==> src/pcfa_pkg.sv <==
// Shared types and constants for the page color frame allocator.
package pcfa_pkg;

	localparam int PAGE_W  = 36;
	localparam int MAP_W   = 64;
	localparam int COLOR_W = 6;
	localparam int NCOL_W  = 7;
	localparam int FRAME_W = 55;
	localparam int STAT_W  = 3;

	localparam int MAX_COLOR_COUNT = 64;

	localparam logic [1:0] ADDR_COLOR_COUNT = 2'd0;

	localparam logic [STAT_W-1:0] ST_SAME     = 3'd0;
	localparam logic [STAT_W-1:0] ST_FALLBACK = 3'd1;
	localparam logic [STAT_W-1:0] ST_DROPPED  = 3'd2;
	localparam logic [STAT_W-1:0] ST_ADDED    = 3'd3;
	localparam logic [STAT_W-1:0] ST_FULL     = 3'd4;

	localparam logic [NCOL_W-1:0] NCOL_RESET = 7'd32;

	typedef struct packed {
		logic              operation;
		logic [PAGE_W-1:0] page_number;
		logic [MAP_W-1:0]  map_entry;
	} in_item_t;

	typedef struct packed {
		logic [STAT_W-1:0]  status;
		logic [PAGE_W-1:0]  dest_page;
		logic [COLOR_W-1:0] page_color;
		logic [COLOR_W-1:0] dest_color;
		logic               dest_valid;
		logic               color_from_frame;
		logic               same_color;
	} out_item_t;

	typedef enum logic [3:0] {
		S_IDLE, S_MOD, S_LOOK, S_ADD, S_POP_SAME, S_SCAN, S_POP_SCAN, S_READ, S_WAIT,
		S_DONE
	} state_t;

	// controller -> datapath
	typedef struct packed {
		logic load;      // capture item, start modulo
		logic mod_step;  // one remainder bit
		logic write;     // push page
		logic pop_same;  // pop own color
		logic scan_init;
		logic scan_step;
		logic pop_scan;  // pop scanned color
		logic drop;
		logic full;
		logic emit;
	} dp_cmd_t;

	// datapath -> controller
	typedef struct packed {
		logic mod_done;
		logic own_full;
		logic own_empty;
		logic scan_hit;
		logic scan_end;
	} dp_stat_t;

endpackage

==> src/pcfa_ctrl.sv <==
// Controller state machine sequencing modulo, push, pop and fallback scan.
module pcfa_ctrl import pcfa_pkg::*; (
	input  logic     clk,
	input  logic     arst_n,
	input  logic     start,
	input  logic     operation,
	input  dp_stat_t stat,
	output dp_cmd_t  cmd,
	output logic     busy,
	output logic     done
);
	state_t state_q, state_d;
	logic   op_q;

	always_ff @(posedge clk or negedge arst_n) begin
		if (!arst_n) begin
			state_q <= S_IDLE;
			op_q    <= 1'b0;
		end else begin
			state_q <= state_d;
			if (state_q == S_IDLE && start) op_q <= operation;
		end
	end

	always_comb begin
		state_d = state_q;
		cmd     = '0;
		busy    = (state_q != S_IDLE);
		done    = 1'b0;
		unique case (state_q)
			S_IDLE: if (start) begin
				cmd.load = 1'b1;
				state_d  = S_MOD;
			end
			S_MOD: begin
				cmd.mod_step = 1'b1;
				if (stat.mod_done) begin
					cmd.mod_step = 1'b0;
					state_d = S_LOOK;
				end
			end
			S_LOOK: begin
				if (!op_q) begin
					if (stat.own_full) cmd.full = 1'b1;
					else cmd.write = 1'b1;
					state_d = S_WAIT;
				end else if (!stat.own_empty) begin
					cmd.pop_same = 1'b1;
					state_d = S_READ;
				end else begin
					cmd.scan_init = 1'b1;
					state_d = S_SCAN;
				end
			end
			S_SCAN: begin
				if (stat.scan_end) begin
					cmd.drop = 1'b1;
					state_d = S_WAIT;
				end else if (stat.scan_hit) begin
					// height of the hit color is read during this cycle
					state_d = S_POP_SCAN;
				end else cmd.scan_step = 1'b1;
			end
			S_POP_SCAN: begin
				cmd.pop_scan = 1'b1;
				state_d = S_READ;
			end
			S_READ: state_d = S_WAIT;
			S_WAIT: state_d = S_DONE;
			S_DONE: begin
				done    = 1'b1;
				state_d = S_IDLE;
			end
			default: state_d = S_IDLE;
		endcase
	end
endmodule

==> config.mk <==
export PLATFORM = sky130hd
export DESIGN_NAME = pcfa_ctrl
export DESIGN_NICKNAME = d
export VERILOG_FILES = /design/src/pcfa_pkg.sv /design/src/pcfa_ctrl.sv
export SDC_FILE = /design/constraint.sdc
export NUM_CORES = 1
export LEC_CHECK = 0
export ABC_AREA = 1
export BUFFER_PORTS_ARGS = -buffer_cell sky130_fd_sc_hd__buf_4
export CAP_MARGIN = 10
export CORE_AREA = 2 2 39 41
export DETAILED_ROUTE_END_ITERATION = 10
export DIE_AREA = 0 0 41 43
export GPL_TIMING_DRIVEN = 0
export HOLD_SLACK_MARGIN = 0.12
export PLACE_DENSITY = 0.64
export SLEW_MARGIN = 20
export SYNTH_ARGS = -nofsm -noshare
export SYNTH_HDL_FRONTEND = slang
export SYNTH_SLANG_ARGS = --single-unit
==> constraint.sdc <==
create_clock -name clk -period 1.4 [get_ports clk]
set_input_delay 0.28 -clock clk [delete_from_list [all_inputs] [get_ports clk]]
set_output_delay 0.28 -clock clk [all_outputs]
set_load 0.005 [all_outputs]
==> results of run 1 <==
registers in the layout, indices dropped and copies added (netlist names):
name / cells
op_q: 1
state_q: 4
synthesized netlist by cell type:
| cell | instances |
|---|---|
| sky130_fd_sc_hd__o21ai_1 | 1 |
| sky130_fd_sc_hd__nor2_1 | 7 |
| sky130_fd_sc_hd__conb_1 | 1 |
| sky130_fd_sc_hd__buf_4 | 1 |
| sky130_fd_sc_hd__nand3_2 | 1 |
| sky130_fd_sc_hd__dfrtp_1 | 5 |
| sky130_fd_sc_hd__nand2_2 | 3 |
| sky130_fd_sc_hd__nand4_1 | 1 |
| sky130_fd_sc_hd__nor2_4 | 5 |
| sky130_fd_sc_hd__nand2_1 | 11 |
| sky130_fd_sc_hd__nand3_1 | 9 |
| sky130_fd_sc_hd__inv_1 | 13 |
| sky130_fd_sc_hd__nor2_2 | 3 |
| sky130_fd_sc_hd__nand3b_1 | 1 |
| sky130_fd_sc_hd__and3_1 | 1 |
| sky130_fd_sc_hd__inv_2 | 2 |
critical path, delay by kind of cell, from the launching register on:
kind | cells | cell delay [ps]
AND/OR/NAND/NOR | 3 | 390
flip-flops | 1 | 430
buffers and inverters | 2 | 180
metrics by stage:
step	TNS [ps]	std cells
final	-1110	123
after global routing	-1910	123
after CTS	-873	119
after detailed placement	0	100
after global placement	0	100
after floorplan	0	65
how the worst min path moves through the flow:
stage,endpoint
CTS,op_q
global route,op_q
floorplan,op_q
global placement,op_q
detailed placement,state_q[3]
finish,op_q
layer usage:
metal / part of all wire / vias up / track usage
met4: 0.039 / 0 / 0.120
met3: 0.035 / 5 / 0.0157
met5: 0 / - / 0
met1: 0.39 / 239 / 0.192
li1: - / 277 / -
met2: 0.53 / 16 / 0.294
kinds of logic after synthesis:
| kind of cell | Yosys count | synth area share |
|---|---|---|
| AND/OR/NAND/NOR | 42 | 0.545 |
| buffers and inverters | 16 | 0.147 |
| flip-flops | 5 | 0.288 |
| AO/OA/AOI/OAI | 1 | 0.0115 |
| other | 1 | 0.00864 |
layout make-up:
cell class | count | area [µm²] | area share
buffer | 1 | 7.51 | 0.00900
clock buffer | 4 | 26.3 | 0.0315
inverter | 15 | 56.3 | 0.0675
multi-input combinational | 44 | 278 | 0.333
sequential | 5 | 129 | 0.154
tap | 16 | 20.0 | 0.0240
timing repair buffer | 38 | 318 | 0.381
repair_timing:
| item | CTS | global route |
|---|---|---|
| endpoints found under the setup margin | 11 | 11 |
| setup buffers | 14 | 4 |
| gates cloned | 0 | 0 |
| pin swaps | 9 | 6 |
| gates resized for setup | 20 | 3 |
| hold buffers | 1 | 0 |
| endpoints found under the hold margin | 5 | 0 |
where the power goes:
| group | switching (W) | total [W] | internal (W) |
|---|---|---|---|
| combinational | 0.000464 | 0.000990 | 0.000526 |
| clock | 0.0000716 | 0.000180 | 0.000109 |
| sequential | 0.000101 | 0.000316 | 0.000215 |
| total | 0.000637 | 0.00149 | 0.000850 |
==> flow_results.org, run 1 <==
** Run status
- Result of the run :: finished with violations
- Failing checks :: negative setup slack

** Min path
- Worst hold path stage count :: 3
- Launch point of the worst hold path :: operation
- Min-delay worst type :: input pin to flop

** Clocking
- Root Buffer Master :: sky130_fd_sc_hd__clkbuf_4
- Sink count of the clock tree :: 5
- TritonCTS built the clock tree.
- The number of clock buffers added by TritonCTS is 3.
- Level count of the clock H-tree :: 1
- After clock tree synthesis, the clock-pin slew on the worst setup and hold paths is 50 ps.
- The later pin in the worst-skew pair is clocked with a latency of approximately 250 ps.
- The longest clock path from root to sink contains 2 buffers.

** Drt
- The first detailed-routing pass took 4 iterations.
- The routed layout has approximately 540 vias.
- After detailed routing, the total wire length is 1320 µm.
- The count of nets left with antenna violations once routing finished came out at 0.
- Drt wl/cell :: about 11 µm
- For this run, design rule violations remaining after detail routing come to 0.
- Post-detailed-route via-to-cell ratio :: 4.37
- Starting DRC count in detailed routing :: 6

** Critical path
- Critical path data required time :: 1120 ps
- Capture point of the critical path :: cmd[1]
- The worst setup path is launched from a flop.
- In this run the register-to-register setup slack is around 20 ps.
- Largest stage delay on the critical path :: 430 ps
- Arrival time worst endpoint :: 1260 ps
- STA classifies the critical path endpoint as a primary output.
- Crit path kind :: flop to primary output
- CP Launch Point :: state_q[1]
- Cell-by-cell listing of the critical path :: inv_2 > nor2_4 > nand3_2 > nor2_1 > buf_4
- In this run the worst path has a maximum fanout of 4.
- Reg2reg path depth :: 11
- Slowest stage cell, crit path :: sky130_fd_sc_hd__dfrtp_2
- In this run the critical register-to-register path is launched from state_q[0].
- Critical register-to-register path endpoint :: state_q[0]

** Global routing
- The first global-routing pass estimated 1990 µm of wire.
- Entering global routing, the biggest net connects 7 pins.
- Across every metal layer, demand over resource in global routing totals 0.175.
- Vias in the first global route :: 489
- Global routing finished with a remaining overflow of 0.
- The number of antenna violations at the first check in global routing was 0.

** Logic synthesis
- In this run, distinct cell masters in the synthesized netlist total 16.
- Register bit total from synthesis :: 5
- The number of nets in the synthesized netlist is 74.
- Synth Area per Inst :: 6.68 µm²
- Number of warnings issued by yosys :: 0
- Counting every instance in the synthesized netlist gives 65.
- By area the synthesized netlist is led by sky130_fd_sc_hd__dfrtp_1, sky130_fd_sc_hd__nor2_4, sky130_fd_sc_hd__inv_1, sky130_fd_sc_hd__nand3_1, sky130_fd_sc_hd__nand2_1.
- Share of the yosys chip area belonging to registers :: 0.288
- The synthesized design spends more area on one cell type than any other, namely sky130_fd_sc_hd__dfrtp_1.
- Share of Yosys cell area claimed by the top area cell type :: 0.288
- Post-synthesis instance area :: 434 µm²

** Power and ir drop
- For this design the static power due to leakage is 0.477 nW.
- Overall power consumption after layout is estimated at 0.00149 W.
- Worst-case vdd ir drop :: just over 0.8 mV
- For this design the ratio of total power to cell area is 1780 nW/µm².

** Layout
- Final core utilization :: 0.603
- P&R area growth vs syn :: 92.2%
- 0 antenna diodes ended up in the layout.
- At the end of the flow, the number of nets in the layout was 117.
- Number of fill cells :: 123
- After routing the design area is 835 µm².
- In the layout the commonest cells are sky130_fd_sc_hd__buf_4, sky130_fd_sc_hd__nand2_1, sky130_fd_sc_hd__inv_1, sky130_fd_sc_hd__buf_6.
- Commonest non-fill, non-tap cell in the layout :: sky130_fd_sc_hd__buf_4
- Share of cells above drive strength 1 :: 0.626

** Placed design
- The placed instances occupy a cell area of between 500 and 600 µm².
- Before CTS, the worst setup slack after placement is ~33 ps.
- Input and output buffers added on the ports amount to 19.
- Half-perimeter wire length after detailed placement :: 788 µm
- Routability-driven placement finished with a final weighted congestion of about 0.76.

** Floorplan
- In this run the horizontal extent of the chip is 41 µm.
- In this run the count of I/O pins placed on the die edge is 21.
- The region available for standard cell placement spans 1380 µm².
- Die outline area :: between 1500 and 2000 µm²
- Standard-cell rows :: 14
- In this run the vertical extent of the chip is 43 µm.
- Effective utilization at floorplan :: 0.314

** STA
- Period Utilization, post-route :: 1.10
- Across the routed clock network, the largest skew measured is 5.94 ps.
- Worst Setup Slack, final :: -141 ps
- Setup repair after global routing could not meet its margin everywhere.
- Minimum hold slack :: 249 ps
- The number of endpoints with negative hold slack in the final report came to 0.
- Fmax achieved :: 649 MHz
- The number of max-slew violations in the final report is 0.
- Final number of setup-violating endpoints :: 11
- Min Clock Period, post-route :: 1540 ps

** Run
- Max-cap violations in this run came to 0.
Power figures use the tool's default switching activity.
==> inputs of run 2 (changes only) <==
PLACE_DENSITY = 0.66   (was 0.64)
clock period = 1.3 ns   (was 1.4 ns; I/O delays follow)
==> run 2 against run 1 <==
Against the previous run: the flow still finishes with violations (negative setup slack); critical path type unchanged; wire length fell by 7.1%; count of clock-buffer cells in the layout did not move; flip-flop and latch count did not move; highest routed layer unchanged; clock power rose by 4%.
==> flow_results.org, run 2 (synthesis gave the netlist of run 1 again) <==
** Run status
- The flow ran to the end, but the final reports show violations.
- The final reports fail on negative setup slack.

** Critical path
- CP Launch Point :: state_q[3]
- Capture point of the critical path :: cmd[9]
- The endpoint identified for the worst register-to-register timing path is state_q[0].
- Maximum fanout along the worst path :: 6
- The critical path goes through nor2_4 > nand2_2 > nor2_4 > buf_6.
- Slowest stage cell, crit path :: sky130_fd_sc_hd__dfrtp_2
- Reg2reg path depth :: 12
- Crit path kind :: flop to primary output
- For this run, the slowest stage of the critical path takes 450 ps.
- Startpoint types :: flop
- R2R Path Start :: state_q[2]
- Number of buffer and inverter stages on the critical path :: 1
- The kind of cell with the highest combined delay along the critical path is flip-flops.
- For the worst setup path, the data required time is 1040 ps.
- Total number of cells along the worst setup path :: 4
- The most numerous cell type found on the critical path is sky130_fd_sc_hd__nor2_4.
- FF-to-FF setup slack :: -120 ps
- At the worst endpoint, the arrival time is 1240 ps.
- Capturing element type of the critical path :: primary output

** Floorplan
- Num ports :: 21
- The initial utilization of the core area, before any placement, comes to 0.314.
- Height of the die :: 43 µm
- Standard-cell rows :: 14
- Die width :: 41 µm
- The die covers 1760 µm².
- The floorplan step defined a core boundary enclosing 1380 µm².

** Drt
- Top metal layer carrying routed signals :: met4
- Post-detailed-route via-to-cell ratio :: 4.56
- After detailed routing, the number of remaining DRC violations is 0.
- Antenna-violating nets left :: 0
- Router iterations before antenna repair :: 4
- Post-route met1 wirelength :: roughly 480 µm
- Met2 routed wirelength :: approximately 650 µm
- Met3 layer wire length in the routed design :: 75 µm
- Drt wl/cell :: 10.2 µm
- After detailed routing, the total wire length is 1220 µm.
- Routed via count :: about 550
- The detailed router finished its first iteration with 8 violations.

** Layout
- 0 antenna diodes ended up in the layout.
- After the last flow step, the layout net total stands at 114.
- Number of fill cells :: roughly 130
- The largest registers in the layout are state_q x4, op_q x1.
- Compared with the post-synthesis result, the final layout area differs by 91.1%.
- Number of flip-flops in the largest register :: 4
- The library cells used most frequently in the layout, excluding fill and tap cells, are sky130_fd_sc_hd__buf_4, sky130_fd_sc_hd__buf_6, sky130_fd_sc_hd__inv_2, sky130_fd_sc_hd__nand2_1.
- Of the cells placed in the final design, the portion with a size suffix greater than 1 is 0.644.
- The library cell used most frequently in the layout, excluding fill and tap cells, is sky130_fd_sc_hd__buf_4.
- Ranked by flip-flop count, first place goes to state_q.

** Placed design
- Setup slack at placement :: -21.7 ps
- During placement, the flow inserted port buffers numbering 19.
- Half-perimeter wire length after detailed placement :: 773 µm
- Weighted congestion at the end of routability-driven global placement :: 0.777

** STA
- Period Utilization, post-route :: 1.15
- Setup repair after global routing could not meet its margin everywhere.
- The number of endpoints with negative hold slack in the final report is 0.
- Count of pins over their slew limit :: 0
- For the final routed database, the setup TNS stands at -2020 ps.
- Final number of setup-violating endpoints :: 13
- Worst Setup Slack, final :: -199 ps
- The clock arrives with 1.82 ps of skew.
- Min Clock Period, post-route :: 1500 ps
- Fmax achieved :: 667 MHz

** Power and ir drop
- In this run the static leakage power is between 0.4 and 0.5 nW.
- In this run the power density over the cells is 1760 nW/µm².
- Worst-case vdd ir drop :: 1.07 mV

** Global routing
- Global-route wire length before repair :: 1950 µm
- In the global route stage, overall resource usage came out at 0.165.
- Total congestion overflow :: 0
- The number of antenna violations at the first check in global routing was 0.
- Largest net degree at the start of global routing :: 7
- The number of global-route vias before repair is 512.

** Clocking
- Root Buffer Master :: sky130_fd_sc_hd__clkbuf_4
- Worst-Skew Late Latency :: 250 ps
- Counting every sink on the clock net gives 5.
- In this run the number of H-tree levels came out at 1.
- Largest buffer count on any clock path :: 2
- TritonCTS built the clock tree.
- Clock tree synthesis inserted a total of 3 buffers.
- Clock-pin slew was measured on the worst setup and hold paths at 40 ps.

** Min path
- In this run the worst hold path is classified as input pin to flop.
- Worst hold path stage count :: 3

** Run
- Number of maximum-capacitance constraint violations :: 0
==> run 2: cell count changes in the layout (fill, tap and decap cells not counted), sizes merged <==
cell  previous run  this run
buf             38        35
==> run 2: layer usage <==
| layer | GRT usage | vias up |
|---|---|---|
| met2 | 0.263 | 18 |
| met3 | 0.0681 | 5 |
| met5 | 0 | - |
| li1 | - | 271 |
| met4 | 0.0933 | 0 |
| met1 | 0.172 | 253 |
==> run 2: worst min path at each step <==
| stage | startpoint | endpoint | slack, ps |
|---|---|---|---|
| after floorplan | arst_n | op_q | -40 |
| after global placement | arst_n | state_q[3] | 70 |
| after detailed placement | arst_n | state_q[3] | 70 |
| after CTS | operation | op_q | 220 |
| after global routing | operation | op_q | 250 |
| final | operation | op_q | 230 |
==> run 2: report_power, final <==
| part | internal (W) | switching, W |
|---|---|---|
| registers | 0.000232 | 0.000116 |
| logic | 0.000457 | 0.000469 |
| clock network | 0.000116 | 0.0000703 |
==> run 2: metrics by stage <==
stage                      util  hold WS [ps]  area [µm²]  instances  power [W]
after global routing      0.599           247         830        120    0.00157
after CTS                 0.560           222         774        116    0.00134
after detailed placement  0.431          65.8         597        100   0.000967
final                     0.599           226         830        120    0.00146
after floorplan               -         -35.6         434         65   0.000758
after global placement    0.431          65.8         597        100   0.000963
==> run 2: layout make-up <==
class / instances / area [µm²] / share of cell area
Buffer: 1 / 7.51 / 0.00905
Timing Repair Buffer: 35 / 303 / 0.365
Inverter: 15 / 56.3 / 0.0679
Sequential cell: 5 / 129 / 0.155
Multi-Input combinational cell: 44 / 288 / 0.347
Tap cell: 16 / 20.0 / 0.0241
Clock buffer: 4 / 26.3 / 0.0317
==> run 2: repair_timing <==
item,4_1_cts,5_1_grt
pin swaps,11,9
endpoints found under the hold margin,5,0
resized for setup,22,7
hold buffers,1,0
endpoints found under the setup margin,11,13
buffers inserted,11,4
==> run 2: worst min-delay path: stages <==
cell                      delay, ps
sky130_fd_sc_hd__buf_4           80
sky130_fd_sc_hd__nand2_1         40
sky130_fd_sc_hd__o21ai_1         60
==> inputs of run 3 (changes only) <==
PLACE_DENSITY = 0.73   (was 0.66)
SKIP_CTS_REPAIR_TIMING = 1   (was unset)
==> run 3 against run 2 <==
Against the previous run: the flow still finishes with violations (negative setup slack); flip-flop and latch count did not move; clock power about the same; utilization fell by 3.3 points; sequential power is essentially flat; fmax down 3.3%; die area unchanged; non-clock buffer count shrank 6; final cell count is 5.0% lower; critical path type unchanged; largest cell class is now multi-input gates.
==> flow_results.org, run 3 (synthesis gave the netlist of run 1 again) <==
** Drt
- The final route contains 513 vias.
- Dividing the detail-routed wire length by the instance count gives 10.6 µm.
- After the first detailed-routing iteration, the DRC count stood at 7.
- Remaining routing DRC violations :: 0
- In this run the remaining antenna-violating nets after routing total 0.
- Wires add up to 1210 µm.
- After detailed routing, the number of vias per cell comes to ~4.5.
- Router iterations before antenna repair :: 4

** Global routing
- Entering global routing, the biggest net connects 8 pins.
- The number of global-route vias before repair is 424.
- After global routing the overflow that remains totals 0.
- The first global-routing pass estimated 1610 µm of wire.
- Number of antenna violations at the first check in global routing :: 0
- GR Util All Layers :: 0.140

** Critical path
- Crit path kind :: flop to primary output
- In this run the register-to-register setup slack is 120 ps.
- STA classifies the critical path endpoint as a primary output.
- In this run the critical register-to-register path is launched from state_q[1].
- STA classifies the critical path startpoint as a flop.
- For the worst setup path, the data arrival time is 1290 ps.
- Critical path data required time :: about 1000 ps
- The worst register-to-register path ends at state_q[0].
- Counting cells, the worst reg-to-reg path comes to 7.
- Maximum fanout along the worst path :: 4

** Placed design
- Post-detailed-placement cell area :: slightly below 600 µm²
- Number of placed instances with taps included :: 100
- Half-perimeter wire length after detailed placement :: 836 µm
- At the end of routability-driven placement, the weighted congestion stood at 0.820.
- Port Buffers :: 19

** Min path
- Launch point of the worst hold path :: operation
- For hold timing, the worst endpoint is op_q.
- Min-delay worst type :: input pin to flop
- The worst hold path passes through 3 cells.

** Clocking
- Worst-Skew Late Latency :: 240 ps
- After clock tree synthesis, the clock-pin slew on the worst setup and hold paths is 50 ps.
- Buffers inserted during clock tree synthesis total 3.
- CTS placed an instance of sky130_fd_sc_hd__clkbuf_4 at the clock tree root.
- The longest clock path from root to sink contains 2 buffers.
- Sink count of the clock tree :: 5
- In this run the number of H-tree levels came out at 1.
- TritonCTS built the clock tree.

** STA
- After layout, the worst setup slack is -250 ps.
- Fmax achieved :: ~650 MHz
- Setup violations remaining at the end of the flow were counted as 11.
- Minimum hold slack :: 264 ps
- In the finished design, the share of the clock period the worst path needs comes to 1.19.
- Final Hold Fails :: 0
- After layout, the minimum clock period comes to 1550 ps.
- Setup repair after global routing could not meet its margin everywhere.
- The number of max-slew violations in the final report was 0.
- Clock skew on the completed layout was measured at 2.40 ps.

** Power and ir drop
- Dividing total power by cell area gives a power density of between 1500 and 2000 nW/µm².
- Pwr Total :: 0.00154 W
- For this design the static power due to leakage is 0.435 nW.
- IR analysis of the VDD net gives a maximum drop of between 0.9 and 1 mV.

** Layout
- The library cell used most frequently in the layout, excluding fill and tap cells, is sky130_fd_sc_hd__buf_4.
- Biggest register :: state_q
- The number of antenna diodes in the final layout is 0.
- The net count of the finished layout is approximately 110.
- Leading cell types in the layout, fill and taps excluded :: sky130_fd_sc_hd__buf_4, sky130_fd_sc_hd__nand2_1, sky130_fd_sc_hd__inv_1
- Number of flip-flops in the largest register :: 4
- Post-route cell area :: 783 µm²
- Of the cells placed in the final design, the portion with a size suffix greater than 1 is 0.612.
- At the end of the flow the core is filled with cells to 0.566.
- The area growth from synthesis to layout is 80.4%.
- Count of non-filler cells in the finished layout :: 114
- The largest registers in the layout are state_q x4, op_q x1.

** Floorplan
- Die outline area :: around 1800 µm²
- For this configuration, the core starts out at a cell density of 0.314.
- Standard-cell rows :: 14
- The floorplan step defined a core boundary enclosing 1380 µm².
- Height of the die :: around 43 µm
- Num ports :: 21
- Die width :: about 41 µm

** Run status
- The run finished, with violations left.
- Failing checks :: negative setup slack

** Run
- Number of maximum-capacitance constraint violations :: 0
==> run 3: critical path: stages (launching register included) <==
cell	delay (ps)
sky130_fd_sc_hd__dfrtp_2	430
sky130_fd_sc_hd__inv_2	60
sky130_fd_sc_hd__nor2_4	180
sky130_fd_sc_hd__nand3_2	110
sky130_fd_sc_hd__nor2_1	140
sky130_fd_sc_hd__buf_4	130
==> run 3: report_power, final <==
part           switching (W)  total (W)  leakage, nW  internal (W)
logic               0.000497    0.00101        0.359      0.000516
clock network      0.0000703   0.000187       0.0150      0.000116
registers           0.000113   0.000344       0.0607      0.000232
==> run 3: final cells by class <==
cell class / instances / area (µm²)
multi-input combinational: 44 / 285
fill: 133 / 601
inverter: 15 / 56.3
buffer: 1 / 7.51
tap: 16 / 20.0
sequential: 5 / 129
clock buffer: 4 / 26.3
timing repair buffer: 29 / 259
==> run 3: per-layer routing <==
metal	track usage	vias to the layer above	routed length [µm]
li1	-	259	-
met1	0.163	235	461
met2	0.213	17	642
met3	0.0157	2	85
met4	0.120	0	19
met5	0	-	0
==> run 3: worst max-delay path by stage <==
stage                           from     end  slack [ps]  cells past startpoint
after floorplan           state_q[3]  cmd[5]         180                      3
after global placement    state_q[3]  cmd[1]          -3                      4
final                     state_q[1]  cmd[5]        -250                      5
after detailed placement  state_q[3]  cmd[7]         -20                      4
after CTS                 state_q[3]  cmd[7]        -280                      4
after global routing      state_q[3]  cmd[5]        -290                      4
==> run 3: per-stage QoR <==
step	setup TNS, ps	setup slack (ps)
4_1_cts	-2220	-281
3_3_place_gp	-2.81	-2.81
6_report	-2060	-250
3_5_place_dp	-33.2	-18.5
2_1_floorplan	0	175
5_1_grt	-2720	-290
